===== src/hw/rtl/tbi_pkg.sv =====
package tbi_pkg;

  // table geometry
  localparam int MAX_ENTRIES = 16;
  localparam int IDX_W       = 4;
  localparam int CNT_W       = 5;
  localparam logic [CNT_W-1:0] CNT_RESET = 5'd2;
  localparam logic [CNT_W-1:0] CNT_MIN   = 5'd2;
  localparam logic [CNT_W-1:0] CNT_MAX   = 5'(MAX_ENTRIES);

  // field widths
  localparam int ALT_W   = 23;
  localparam int PITCH_W = 19;
  localparam int QALT_W  = 24;
  localparam int REG_W   = 2;
  localparam int ENTRY_W = ALT_W + PITCH_W;

  // stream widths
  localparam int S_TDATA_W  = 72;
  localparam int S_FIELDS_W = IDX_W + ALT_W + PITCH_W + QALT_W;
  localparam int M_TDATA_W  = 32;
  localparam int M_FIELDS_W = PITCH_W + IDX_W + REG_W;
  localparam int OUT_PAD_W  = M_TDATA_W - M_FIELDS_W;

  // interpolation datapath
  localparam int DIFF_W    = PITCH_W + 1;
  localparam int PROD_W    = ALT_W + PITCH_W;
  localparam int DIV_STEPS = 20;
  localparam int DCNT_W    = 5;

  // request queue
  localparam int QUEUE_DEPTH = 4;
  localparam int QA_W        = 2;

  // command codes
  localparam logic OP_WRITE = 1'b0;
  localparam logic OP_QUERY = 1'b1;

  // region codes
  localparam logic [REG_W-1:0] REGION_INTERP = 2'd0;
  localparam logic [REG_W-1:0] REGION_BELOW  = 2'd1;
  localparam logic [REG_W-1:0] REGION_ABOVE  = 2'd2;

  typedef struct packed {
    logic                      op;
    logic [IDX_W-1:0]          idx;
    logic [ALT_W-1:0]          alt;
    logic signed [PITCH_W-1:0] pitch;
    logic signed [QALT_W-1:0]  qalt;
  } item_t;

endpackage


===== src/hw/rtl/tracked_breakpoint_interpolator.sv =====
// a write goes through the front register and the queue into the table
// a query goes to its result through table reads with a registered port, one multiply and a
// 20-step restoring divider; clamped results and flat segments skip multiply and divide
// the back end takes no new request until the current result is registered for output
// the front stage and a 4-entry queue keep taking requests while the back end works
// reset: synchronous, active high; clears handshakes, queue, segment and sets count to 2
module tracked_breakpoint_interpolator (
  input  logic                          clk,
  input  logic                          rst,
  // request stream
  input  logic                          s_tvalid,
  output logic                          s_tready,
  // entry_index, entry_altitude, entry_pitch, query_altitude, zero pad
  input  logic [tbi_pkg::S_TDATA_W-1:0] s_tdata,
  // cmd
  input  logic                          s_tuser,
  // result stream
  output logic                          m_tvalid,
  input  logic                          m_tready,
  // target_pitch, segment, region, zero pad
  output logic [tbi_pkg::M_TDATA_W-1:0] m_tdata,
  // entry count register
  input  logic                          cfg_valid,
  output logic                          cfg_ready,
  input  logic [tbi_pkg::CNT_W-1:0]     cfg_data
);

  logic [tbi_pkg::CNT_W-1:0] entry_count;

  // front to queue
  logic           push_valid;
  logic           push_ready;
  tbi_pkg::item_t push_item;

  // queue to back end
  logic           pop_valid;
  logic           pop_ready;
  tbi_pkg::item_t pop_item;

  // the count register takes a write in any cycle
  assign cfg_ready = 1'b1;

  always_ff @(posedge clk) begin
    if (rst) begin
      entry_count <= tbi_pkg::CNT_RESET;
    end else if (cfg_valid && cfg_ready) begin
      entry_count <= cfg_data;
    end
  end

  // front: takes each request and decodes write vs query
  tbi_front u_front (
    .clk        (clk),
    .rst        (rst),
    .s_tvalid   (s_tvalid),
    .s_tready   (s_tready),
    .s_tdata    (s_tdata),
    .s_tuser    (s_tuser),
    .push_valid (push_valid),
    .push_ready (push_ready),
    .push_item  (push_item)
  );

  // short queue so front and back stall independently
  tbi_queue u_queue (
    .clk        (clk),
    .rst        (rst),
    .push_valid (push_valid),
    .push_ready (push_ready),
    .push_item  (push_item),
    .pop_valid  (pop_valid),
    .pop_ready  (pop_ready),
    .pop_item   (pop_item)
  );

  // back end: table writes, segment walk, interpolation, result register
  tbi_back u_back (
    .clk         (clk),
    .rst         (rst),
    .entry_count (entry_count),
    .pop_valid   (pop_valid),
    .pop_ready   (pop_ready),
    .pop_item    (pop_item),
    .m_tvalid    (m_tvalid),
    .m_tready    (m_tready),
    .m_tdata     (m_tdata)
  );

endmodule


===== src/hw/rtl/tbi_front.sv =====
module tbi_front (
  input  logic                           clk,
  input  logic                           rst,
  input  logic                           s_tvalid,
  output logic                           s_tready,
  input  logic [tbi_pkg::S_TDATA_W-1:0]  s_tdata,
  input  logic                           s_tuser,
  output logic                           push_valid,
  input  logic                           push_ready,
  output tbi_pkg::item_t                 push_item
);

  logic           held;
  tbi_pkg::item_t item;
  tbi_pkg::item_t item_next;

  assign s_tready   = !held || push_ready;
  assign push_valid = held;
  assign push_item  = item;

  // decode the request and keep only the fields its kind uses
  always_comb begin
    item_next       = '0;
    item_next.op    = s_tuser;
    if (s_tuser == tbi_pkg::OP_WRITE) begin
      item_next.idx   = s_tdata[tbi_pkg::IDX_W-1:0];
      item_next.alt   = s_tdata[tbi_pkg::IDX_W +: tbi_pkg::ALT_W];
      item_next.pitch = s_tdata[tbi_pkg::IDX_W+tbi_pkg::ALT_W +: tbi_pkg::PITCH_W];
    end else begin
      item_next.qalt  = s_tdata[tbi_pkg::IDX_W+tbi_pkg::ALT_W+tbi_pkg::PITCH_W +:
                                tbi_pkg::QALT_W];
    end
  end

  always_ff @(posedge clk) begin
    if (rst) begin
      held <= 1'b0;
    end else if (s_tvalid && s_tready) begin
      held <= 1'b1;
    end else if (push_ready) begin
      held <= 1'b0;
    end
  end

  always_ff @(posedge clk) begin
    if (s_tvalid && s_tready) begin
      item <= item_next;
    end
  end

endmodule


===== src/hw/rtl/tbi_queue.sv =====
module tbi_queue (
  input  logic           clk,
  input  logic           rst,
  input  logic           push_valid,
  output logic           push_ready,
  input  tbi_pkg::item_t push_item,
  output logic           pop_valid,
  input  logic           pop_ready,
  output tbi_pkg::item_t pop_item
);

  tbi_pkg::item_t            slots [tbi_pkg::QUEUE_DEPTH];
  logic [tbi_pkg::QA_W-1:0]  wr_ptr;
  logic [tbi_pkg::QA_W-1:0]  rd_ptr;
  logic [tbi_pkg::QA_W:0]    fill;
  logic                      do_push;
  logic                      do_pop;

  assign push_ready = fill != (tbi_pkg::QA_W+1)'(tbi_pkg::QUEUE_DEPTH);
  assign pop_valid  = fill != '0;
  assign pop_item   = slots[rd_ptr];
  assign do_push    = push_valid && push_ready;
  assign do_pop     = pop_valid && pop_ready;

  always_ff @(posedge clk) begin
    if (rst) begin
      wr_ptr <= '0;
      rd_ptr <= '0;
      fill   <= '0;
    end else begin
      if (do_push) begin
        wr_ptr <= wr_ptr + 1'b1;
      end
      if (do_pop) begin
        rd_ptr <= rd_ptr + 1'b1;
      end
      unique case ({do_push, do_pop})
        2'b10:   fill <= fill + 1'b1;
        2'b01:   fill <= fill - 1'b1;
        default: fill <= fill;
      endcase
    end
  end

  always_ff @(posedge clk) begin
    if (do_push) begin
      slots[wr_ptr] <= push_item;
    end
  end

endmodule


===== src/hw/rtl/tbi_back.sv =====
module tbi_back (
  input  logic                          clk,
  input  logic                          rst,
  input  logic [tbi_pkg::CNT_W-1:0]     entry_count,
  input  logic                          pop_valid,
  output logic                          pop_ready,
  input  tbi_pkg::item_t                pop_item,
  output logic                          m_tvalid,
  input  logic                          m_tready,
  output logic [tbi_pkg::M_TDATA_W-1:0] m_tdata
);

  localparam logic [2:0] ST_IDLE = 3'd0;
  localparam logic [2:0] ST_RD   = 3'd1;
  localparam logic [2:0] ST_CHK  = 3'd2;
  localparam logic [2:0] ST_MUL  = 3'd3;
  localparam logic [2:0] ST_DIV  = 3'd4;
  localparam logic [2:0] ST_FIN  = 3'd5;
  localparam logic [2:0] ST_OUT  = 3'd6;

  logic [2:0] state;

  // breakpoint table: altitude above pitch
  logic [tbi_pkg::ENTRY_W-1:0] tbl [tbi_pkg::MAX_ENTRIES];
  logic [tbi_pkg::ENTRY_W-1:0] rd0;
  logic [tbi_pkg::ENTRY_W-1:0] rd1;

  logic [tbi_pkg::IDX_W-1:0]        cur_seg;
  logic [tbi_pkg::IDX_W-1:0]        seg_p1;
  logic [tbi_pkg::CNT_W-1:0]        n_used;
  logic [tbi_pkg::CNT_W-1:0]        n_clamp;
  logic [tbi_pkg::CNT_W-1:0]        n_m2;
  logic                             walk_down;
  logic signed [tbi_pkg::QALT_W-1:0] qalt;

  logic [tbi_pkg::ALT_W-1:0]          alt0;
  logic [tbi_pkg::ALT_W-1:0]          alt1;
  logic signed [tbi_pkg::PITCH_W-1:0] p0;
  logic signed [tbi_pkg::PITCH_W-1:0] p1;
  logic signed [tbi_pkg::QALT_W:0]    a_ext;
  logic signed [tbi_pkg::QALT_W:0]    alt0_ext;
  logic signed [tbi_pkg::QALT_W:0]    alt1_ext;
  logic signed [tbi_pkg::QALT_W:0]    da_full;
  logic                               up_ok;
  logic                               dn_ok;

  logic [tbi_pkg::ALT_W-1:0]          da;
  logic [tbi_pkg::ALT_W-1:0]          dalt;
  logic signed [tbi_pkg::DIFF_W-1:0]  dp;
  logic [tbi_pkg::DIFF_W-1:0]         dp_neg;
  logic [tbi_pkg::PITCH_W-1:0]        dp_mag;
  logic [tbi_pkg::PROD_W-1:0]         prod;
  logic                               neg;

  logic [tbi_pkg::ALT_W-1:0]      rem;
  logic [tbi_pkg::DIV_STEPS-1:0]  wq;
  logic [tbi_pkg::DCNT_W-1:0]     dcnt;
  logic [tbi_pkg::ALT_W:0]        trial;
  logic [tbi_pkg::ALT_W:0]        trial_sub;
  logic                           ge;
  logic signed [tbi_pkg::DIFF_W-1:0] quo;
  logic signed [tbi_pkg::DIFF_W-1:0] sum;

  logic signed [tbi_pkg::PITCH_W-1:0] res_pitch;
  logic [tbi_pkg::REG_W-1:0]          res_region;
  logic                               out_free;

  assign pop_ready = state == ST_IDLE;
  assign out_free  = !m_tvalid || m_tready;
  assign seg_p1    = cur_seg + 1'b1;

  // count clamped to the table
  always_comb begin
    priority if (entry_count < tbi_pkg::CNT_MIN) begin
      n_clamp = tbi_pkg::CNT_MIN;
    end else if (entry_count > tbi_pkg::CNT_MAX) begin
      n_clamp = tbi_pkg::CNT_MAX;
    end else begin
      n_clamp = entry_count;
    end
  end
  assign n_m2 = n_clamp - tbi_pkg::CNT_MIN;

  assign alt0     = rd0[tbi_pkg::ENTRY_W-1 -: tbi_pkg::ALT_W];
  assign alt1     = rd1[tbi_pkg::ENTRY_W-1 -: tbi_pkg::ALT_W];
  assign p0       = rd0[tbi_pkg::PITCH_W-1:0];
  assign p1       = rd1[tbi_pkg::PITCH_W-1:0];
  assign a_ext    = {qalt[tbi_pkg::QALT_W-1], qalt};
  assign alt0_ext = {2'b00, alt0};
  assign alt1_ext = {2'b00, alt1};
  assign da_full  = a_ext - alt0_ext;

  // walk conditions for the segment held in cur_seg
  assign up_ok = (({1'b0, cur_seg} + 5'd2) < n_used) && (alt1_ext <= a_ext);
  assign dn_ok = (cur_seg != '0) && (alt0_ext > a_ext);

  assign dp_neg = -dp;
  assign dp_mag = dp[tbi_pkg::DIFF_W-1] ? dp_neg[tbi_pkg::PITCH_W-1:0]
                                        : dp[tbi_pkg::PITCH_W-1:0];
  assign prod   = da * dp_mag;

  // one restoring step per cycle
  assign trial     = {rem, wq[tbi_pkg::DIV_STEPS-1]};
  assign ge        = trial >= {1'b0, dalt};
  assign trial_sub = trial - {1'b0, dalt};

  assign quo = neg ? -$signed(wq) : $signed(wq);
  assign sum = {p0[tbi_pkg::PITCH_W-1], p0} + quo;

  always_ff @(posedge clk) begin
    if (rst) begin
      state     <= ST_IDLE;
      cur_seg   <= '0;
      walk_down <= 1'b0;
      m_tvalid  <= 1'b0;
    end else begin
      if (m_tready) begin
        m_tvalid <= 1'b0;
      end
      unique case (state)
        ST_IDLE: begin
          if (pop_valid && pop_item.op == tbi_pkg::OP_QUERY) begin
            walk_down <= 1'b0;
            if ({1'b0, cur_seg} > n_m2) begin
              cur_seg <= n_m2[tbi_pkg::IDX_W-1:0];
            end
            state <= ST_RD;
          end
        end
        ST_RD: begin
          state <= ST_CHK;
        end
        ST_CHK: begin
          priority if (!walk_down && up_ok) begin
            cur_seg <= seg_p1;
            state   <= ST_RD;
          end else if (dn_ok) begin
            walk_down <= 1'b1;
            cur_seg   <= cur_seg - 1'b1;
            state     <= ST_RD;
          end else if (a_ext < alt0_ext || a_ext > alt1_ext || alt1 <= alt0) begin
            state <= ST_OUT;
          end else begin
            state <= ST_MUL;
          end
        end
        ST_MUL: begin
          state <= ST_DIV;
        end
        ST_DIV: begin
          if (dcnt == tbi_pkg::DCNT_W'(tbi_pkg::DIV_STEPS - 1)) begin
            state <= ST_FIN;
          end
        end
        ST_FIN: begin
          state <= ST_OUT;
        end
        ST_OUT: begin
          if (out_free) begin
            m_tvalid <= 1'b1;
            state    <= ST_IDLE;
          end
        end
        default: begin
          state <= ST_IDLE;
        end
      endcase
    end
  end

  // datapath registers
  always_ff @(posedge clk) begin
    if (state == ST_IDLE && pop_valid) begin
      if (pop_item.op == tbi_pkg::OP_WRITE) begin
        tbl[pop_item.idx] <= {pop_item.alt, pop_item.pitch};
      end else begin
        qalt   <= pop_item.qalt;
        n_used <= n_clamp;
      end
    end
    if (state == ST_RD) begin
      rd0 <= tbl[cur_seg];
      rd1 <= tbl[seg_p1];
    end
    if (state == ST_CHK) begin
      da   <= da_full[tbi_pkg::ALT_W-1:0];
      dalt <= alt1 - alt0;
      dp   <= {p1[tbi_pkg::PITCH_W-1], p1} - {p0[tbi_pkg::PITCH_W-1], p0};
      priority if (a_ext < alt0_ext) begin
        res_pitch  <= p0;
        res_region <= tbi_pkg::REGION_BELOW;
      end else if (a_ext > alt1_ext) begin
        res_pitch  <= p1;
        res_region <= tbi_pkg::REGION_ABOVE;
      end else begin
        res_pitch  <= p0;
        res_region <= tbi_pkg::REGION_INTERP;
      end
    end
    if (state == ST_MUL) begin
      neg  <= dp[tbi_pkg::DIFF_W-1];
      rem  <= {1'b0, prod[tbi_pkg::PROD_W-1:tbi_pkg::DIV_STEPS]};
      wq   <= prod[tbi_pkg::DIV_STEPS-1:0];
      dcnt <= '0;
    end
    if (state == ST_DIV) begin
      rem  <= ge ? trial_sub[tbi_pkg::ALT_W-1:0] : trial[tbi_pkg::ALT_W-1:0];
      wq   <= {wq[tbi_pkg::DIV_STEPS-2:0], ge};
      dcnt <= dcnt + 1'b1;
    end
    if (state == ST_FIN) begin
      res_pitch <= sum[tbi_pkg::PITCH_W-1:0];
    end
    if (state == ST_OUT && out_free) begin
      m_tdata <= {{tbi_pkg::OUT_PAD_W{1'b0}}, res_region, cur_seg, res_pitch};
    end
  end

endmodule


===== config.mk =====
export PLATFORM = sky130hd
export DESIGN_NAME = tracked_breakpoint_interpolator
export DESIGN_NICKNAME = d
export VERILOG_FILES = /design/src/hw/rtl/tbi_pkg.sv /design/src/hw/rtl/tracked_breakpoint_interpolator.sv /design/src/hw/rtl/tbi_front.sv /design/src/hw/rtl/tbi_queue.sv /design/src/hw/rtl/tbi_back.sv
export SDC_FILE = /design/constraint.sdc
export NUM_CORES = 2
export LEC_CHECK = 0
export BUFFER_PORTS_ARGS = -buffer_cell sky130_fd_sc_hd__buf_4
export CAP_MARGIN = 20
export CORE_ASPECT_RATIO = 0.6
export CORE_MARGIN = 5
export CORE_UTILIZATION = 58
export DETAILED_ROUTE_END_ITERATION = 6
export HOLD_SLACK_MARGIN = 0.12
export PLACE_DENSITY = 0.77
export SLEW_MARGIN = 30
export SYNTH_ARGS = -nofsm -noshare
export SYNTH_HDL_FRONTEND = slang
export SYNTH_SLANG_ARGS = --single-unit
export TNS_END_PERCENT = 20

===== constraint.sdc =====
create_clock -name clk -period 8.1 [get_ports clk]
set_input_delay 0.81 -clock clk [delete_from_list [all_inputs] [get_ports clk]]
set_output_delay 0.81 -clock clk [all_outputs]
set_load 0.05 [all_outputs]

; Yosys cells after proc, flatten, opt, wreduce, memory -nomap -nowiden
; Memories as Yosys holds them, arrays and structs flattened. A register that Yosys moved wholly into a read port is not among the register bits.
; Cells that the tools add are included.
[word_totals]
rom_bits = 0
ramBits = 956
output_inout_bits = 35
ff_bits = 283
memories = 2
latchBits = 0
wordCells = 144
[op_classes]
n_lt_le_gt_ge = 10
n_eq_ne = 17
bitwise = 0
div = 0
muxes = 45
n_reduce_logical = 27
n_mul = 1
shifts = 0
n_addsub = 16
[memory_table]
columns = memory, depth, width, read_ports, rd_clocked_by_memory_dff, wr, line_no
row1 = u_back.tbl, 16, 42, 2, 2, 1, tbi_back.sv:24  ; logic [tbi_pkg::ENTRY_W-1:0] tbl [tbi_pkg::MAX_ENTRIES];
row2 = u_queue.slots, 4, 71, 1, 1, 1, tbi_queue.sv:12  ; tbi_pkg::item_t slots [tbi_pkg::QUEUE_DEPTH];
[ops]
columns = cell, count
row1 = $mux 19, 6
row2 = $mux 23, 3
row3 = $sub 23x23->23, 3
row4 = $gt 24x24->1, 2
row5 = $mul 23x19->42, 1
row6 = $mux 20, 2
row7 = $neg 19->19, 2
row8 = $ge 24x23->1, 1
row9 = $le 24x24->1, 1
row10 = $lt 24x24->1, 1
row11 = $le 23x23->1, 1
row12 = $pmux 3 s7, 1
row13 = $mux 5, 4
row14 = $sub 19x19->20, 1
row15 = $add 19x19->19, 1
row16 = $mux 3, 6
row17 = $mux 4, 4
row18 = $mux 1, 13
row19 = $ne 2x1->1 const B, 5
row20 = $reduce_bool 2->1, 5
row21 = $eq 3x3->1 const B, 3
row22 = $logic_and 1x1->1, 8
row23 = $pmux 4 s2, 1
row24 = $reduce_and 4->1, 2
row25 = 30 further kinds, 39

; Longest topological paths before layout
[depth]
ltp_word = 8
mapped_depth = 31
ltp_nobuf = 30

; Cells and area by module
; Synthesis repeated with hierarchy kept, for this count alone.
[unflattened]
cells_unflattened = 5002
hier_area_um2 = 74531.5
[by_module_without_submodules]
columns = module, seq_area_each_um2, area_each_um2, cells_each, n_inst
row1 = tbi_back, 28587.4, 60892.2, 4408, 1
row2 = tbi_queue, 8708.4, 10797.9, 423, 1
row3 = tbi_front, 2152.1, 2646.3, 153, 1
row4 = tracked_breakpoint_interpolator, 100.1, 195.2, 18, 1

; Worst setup path before layout
; No wires, ideal clock.
[synth_timing]
path_kind = register -> register
start = register u_back.dp[0] (netlist name)
end = register u_back.rem[21] (netlist name) (data pin)
period_less_slack_ns = 7.637
setup_slack_ns = 0.463
arrival_time_ns = 7.362
stages_incl_launch_ff = 30
cell_sequence = edfxtp_1 -> inv_1 -> ha_1 -> nand2_1 -> or4_1 -> or3_1 -> o31ai_1 -> xnor2_1 -> clkbuf_1 -> nand2_1 -> fa_1 -> inv_1 -> fa_1 -> fa_1 -> fa_1 -> fa_1 -> inv_1 -> fa_1 -> inv_1 -> ha_1 -> clkbuf_1 -> a21oi_1 -> o21ai_0 -> a221oi_1 -> o21a_1 -> o41a_2 -> o21ai_0 -> a221oi_1 -> xnor2_1 -> mux2i_1
[synth_between]
elab_chain_cells = 5
[synth_rtl]
columns = item, line_no
row1 = from (decl), tbi_back.sv:49  ; logic signed [tbi_pkg::DIFF_W-1:0] dp;
row2 = from (signal assigned), tbi_back.sv:188  ; dp <= {p1[tbi_pkg::PITCH_W-1], p1} - {p0[tbi_pkg::PITCH_W-1], p0};
row3 = $neg 19->19, tbi_back.sv:97  ; assign dp_neg = -dp;
row4 = $mux 19 *, tbi_back.sv:98  ; assign dp_mag = dp[tbi_pkg::DIFF_W-1] ? dp_neg[tbi_pkg::PITCH_W-1:0]
row5 = $mul 23x19->42 *, tbi_back.sv:100  ; assign prod = da * dp_mag;
row6 = $mux 23 *, tbi_back.sv:200  ; if (state == ST_MUL) begin
row7 = $mux 23 *, tbi_back.sv:206  ; if (state == ST_DIV) begin
row8 = to (signal assigned), tbi_back.sv:202  ; rem <= {1'b0, prod[tbi_pkg::PROD_W-1:tbi_pkg::DIV_STEPS]};
row9 = to (signal assigned), tbi_back.sv:207  ; rem <= ge ? trial_sub[tbi_pkg::ALT_W-1:0] : trial[tbi_pkg::ALT_W-1:0];
row10 = to (decl), tbi_back.sv:55  ; logic [tbi_pkg::ALT_W-1:0] rem;
; Every way passes the cells marked *; elsewhere a longest branch is shown, timed or not. The select of a mux whose other input is x is not followed.
; A chain may end at the register's enable or synchronous reset.

; Final worst setup path
[layout_timing]
start = register u_back.dp[1] (netlist name)
end = register u_back.rem[19] (netlist name) (data pin)
; Same word-level chain as after synthesis.

==> results by group <==
Critical path
  – R2r startpoint: u_back.dp[1]
  – Worst Setup Path Type: flip-flop to flip-flop
  – CP max stage cell: fa_1
  – Delay-heaviest family, CP: adder cells
  – Setup crit start kind: flip-flop
  – Buf/Inv on CP: 5
  – Reg2Reg Depth: 28
  – Most common cell on crit path: fa_1
  – Worst Path Arrival: 8540 ps
  – Worst path max stage delay: 600 ps
  – Worst r2r dst: u_back.rem[19]
  – Worst setup EP type: flip-flop
  – Worst EP required: 8540 ps
  – R2R setup slack: 0.8 ps
  – Crit-path max FO: 13

Timing
  – Final period utilization: 100%
  – Slew @ Worst Pin: 1090 ps
  – Fmax: 123 MHz
  – Final hold vios: 0
  – # setup viols final: 0
  – Final Skew: 86.6 ps
  – RSZ-0062 raised after global routing: true
  – Max_slew headroom: 27.1%
  – Tmin final: 8100 ps
  – Final slew viol count: 0

Synthesis
  – Synthesized cell area: 74700 um^2
  – FF+latch count, synth: 1325
  – Post-Syn Instances: 4997
  – Mapped Avg Cell Area: 15.0 um^2
  – Number of synthesized flops with an enable pin: 1301
  – Ys Warns: 0
  – Seq/Total Area, Yosys: 52.9%
  – Most used DFF post-synth: edfxtp_1
  – Post-synth ARST share: 0%
  – Netlist cell types: 83

Die
  – Die area: 136000 um^2
  – Die Ht: 288 um
  – Core box area: 129000 um^2
  – Row count: 102
  – Chip width: 473 um
  – Ports: 118
  – Initial Utilization: 58.2%

Drt
  – Routed Antenna Nets: 0
  – Via count: 45.1k
  – DRT iter0 DRCs: 6152
  – DRC Markers: 0
  – DR pass1 iterations: 5
  – Vias per cell: 6.50
  – Final WL: 195 mm
  – Avg WL per Cell: 28.1 um

Global routing
  – Number of global-route vias before repair: 45.5k
  – Pin count of the biggest net entering global routing: 159
  – First-pass GRT wire length: 291 mm
  – Global route total overflow: 0
  – All-Layer GR Usage: 28.7%
  – Initial antenna violation count: 5

Place
  – Post-DP Area: 78100 um^2
  – IO buf count: 107
  – Final Wtd Congestion: 0.953
  – HPWL after DPL: 127 mm

Min path
  – Hold depth: 2
  – Worst hold start: s_tdata[30]
  – Hold Path Class: input pin to flip-flop
  – Worst Hold End: u_front.push_item[27]

Finish
  – # nets final: 5869
  – Commonest non-fill, non-tap cell in the layout: edfxtp_1
  – Most frequent cells in the layout: edfxtp_1 (1301), inv_1 (572), mux4_2 (491)
  – Layout cell share with drive strength beyond 1: 19.3%
  – Diode count: 0
  – Post-route cell area: 82500 um^2
  – Area Growth Syn to Fin: 10.4%

Clocking
  – Sink Count: 1325
  – CTS Root Cell: clkbuf_16
  – H-tree levels: 3
  – Hold_buf cts: 0
  – Clk Latency, worst-skew pair: 790 ps
  – CTS tree: done
  – Clock Pin Slew Worst Setup and Hold Paths: 70 ps
  – Longest Clk Path Bufs: 3
  – Num CTS Buffers: 115

Run
  – Max cap viols: 0

Status
  – Outcome: completed
-- cell families after synthesis --
family                   Yosys count  share of synthesized area [%]
adder cells (fa/ha/maj)          662                           14.7
other                              2                         0.0100
flip-flops                      1325                           52.9
multiplexers                     549                           15.6
AND/OR/NAND/NOR                 1008                           6.54
AO/OA/AOI/OAI                    473                           4.15
buffers and inverters            816                           4.19
XOR/XNOR                         162                           1.90
-- state kept, by name, indices dropped and copies added, names as in the netlist, 23 cells and up, named ones only --
register           flops
u_back.tbl           672
u_queue.slots        284
u_front.push_item     71
u_back.rd0            42
u_back.rd1            42
u_back.m_tdata        25
u_back.qalt           24
u_back.da             23
u_back.dalt           23
u_back.rem            23
-- layout make-up --
class | count | area (um^2)
clock inverter | 67 | 732
timing repair buffer | 242 | 2170
fill | 8784 | 46000
inverter | 577 | 2170
tap | 1716 | 2150
clock buffer | 148 | 3040
multi-input combinational | 2863 | 32700
sequential | 1325 | 39600
-- stage by stage --
step | utilization [%] | setup WS, ps | cells | setup TNS (ps) | hold WS [ps]
after detailed placement | 60.7 | -30.4 | 6700 | -33.7 | 405
final | 64.2 | 0.838 | 6938 | 0 | 313
after floorplan | - | 463 | 5003 | 0 | 400
after CTS | 63.8 | 0.400 | 6917 | 0 | 274
after global placement | 60.7 | 53.3 | 6697 | 0 | 405
after global routing | 64.2 | -211 | 6938 | -1060 | 281
-- synth_stat cells, types with 42 or more instances --
| cell | n | area share, % |
|---|---|---|
| edfxtp_1 | 1301 | 52 |
| inv_1 | 576 | 2.9 |
| mux4_2 | 491 | 15 |
| nand2_1 | 393 | 2.0 |
| fa_1 | 362 | 9.7 |
| ha_1 | 300 | 5.0 |
| and2_1 | 187 | 1.6 |
| clkbuf_1 | 162 | 0.81 |
| nor2_1 | 159 | 0.80 |
| a21oi_1 | 149 | 1.0 |
| xnor2_1 | 118 | 1.4 |
| o21ai_0 | 92 | 0.62 |
| nor2b_1 | 72 | 0.60 |
| mux2i_1 | 56 | 0.75 |
| buf_1 | 55 | 0.28 |
| a21o_1 | 51 | 0.51 |
| xor2_1 | 44 | 0.52 |
| nor3_1 | 42 | 0.28 |
-- worst max path at each step --
stage | from | end | slack (ps) | cells after the start
floorplan | u_back.dp[0] | u_back.rem[21] | 460 | 29
global placement | u_back.dp[2] | u_back.rem[21] | 50 | 27
detailed placement | u_back.dp[1] | u_back.rem[21] | -30 | 29
CTS | u_back.dp[1] | u_back.rem[13] | 0.4 | 29
global route | u_back.dp[3] | u_back.rem[21] | -210 | 28
finish | u_back.dp[1] | u_back.rem[19] | 0.8 | 28
-- what timing repair did --
action                     in CTS  in global routing
gates cloned                    0                  2
gates resized for setup        16                 58
setup endpoints to repair       7                 16
pin swaps                       1                 31
buffers inserted                2                 11
hold endpoints to repair        0                  0
-- per-layer routing --
metal  part of all wire [%]  vias to the layer above  routed length [um]  track usage [%]
met4                    2.9                        4                5710             8.13
met5                  0.013                        -                  26                0
met2                     45                     3041               87500             43.2
li1                       -                    18600                   -                -
met1                     39                    23100               76700             41.7
met3                     13                      371               24800             8.02
Power is not shown: default switching activity piles up to over one toggle a cycle in this logic, so the estimate is an artifact.
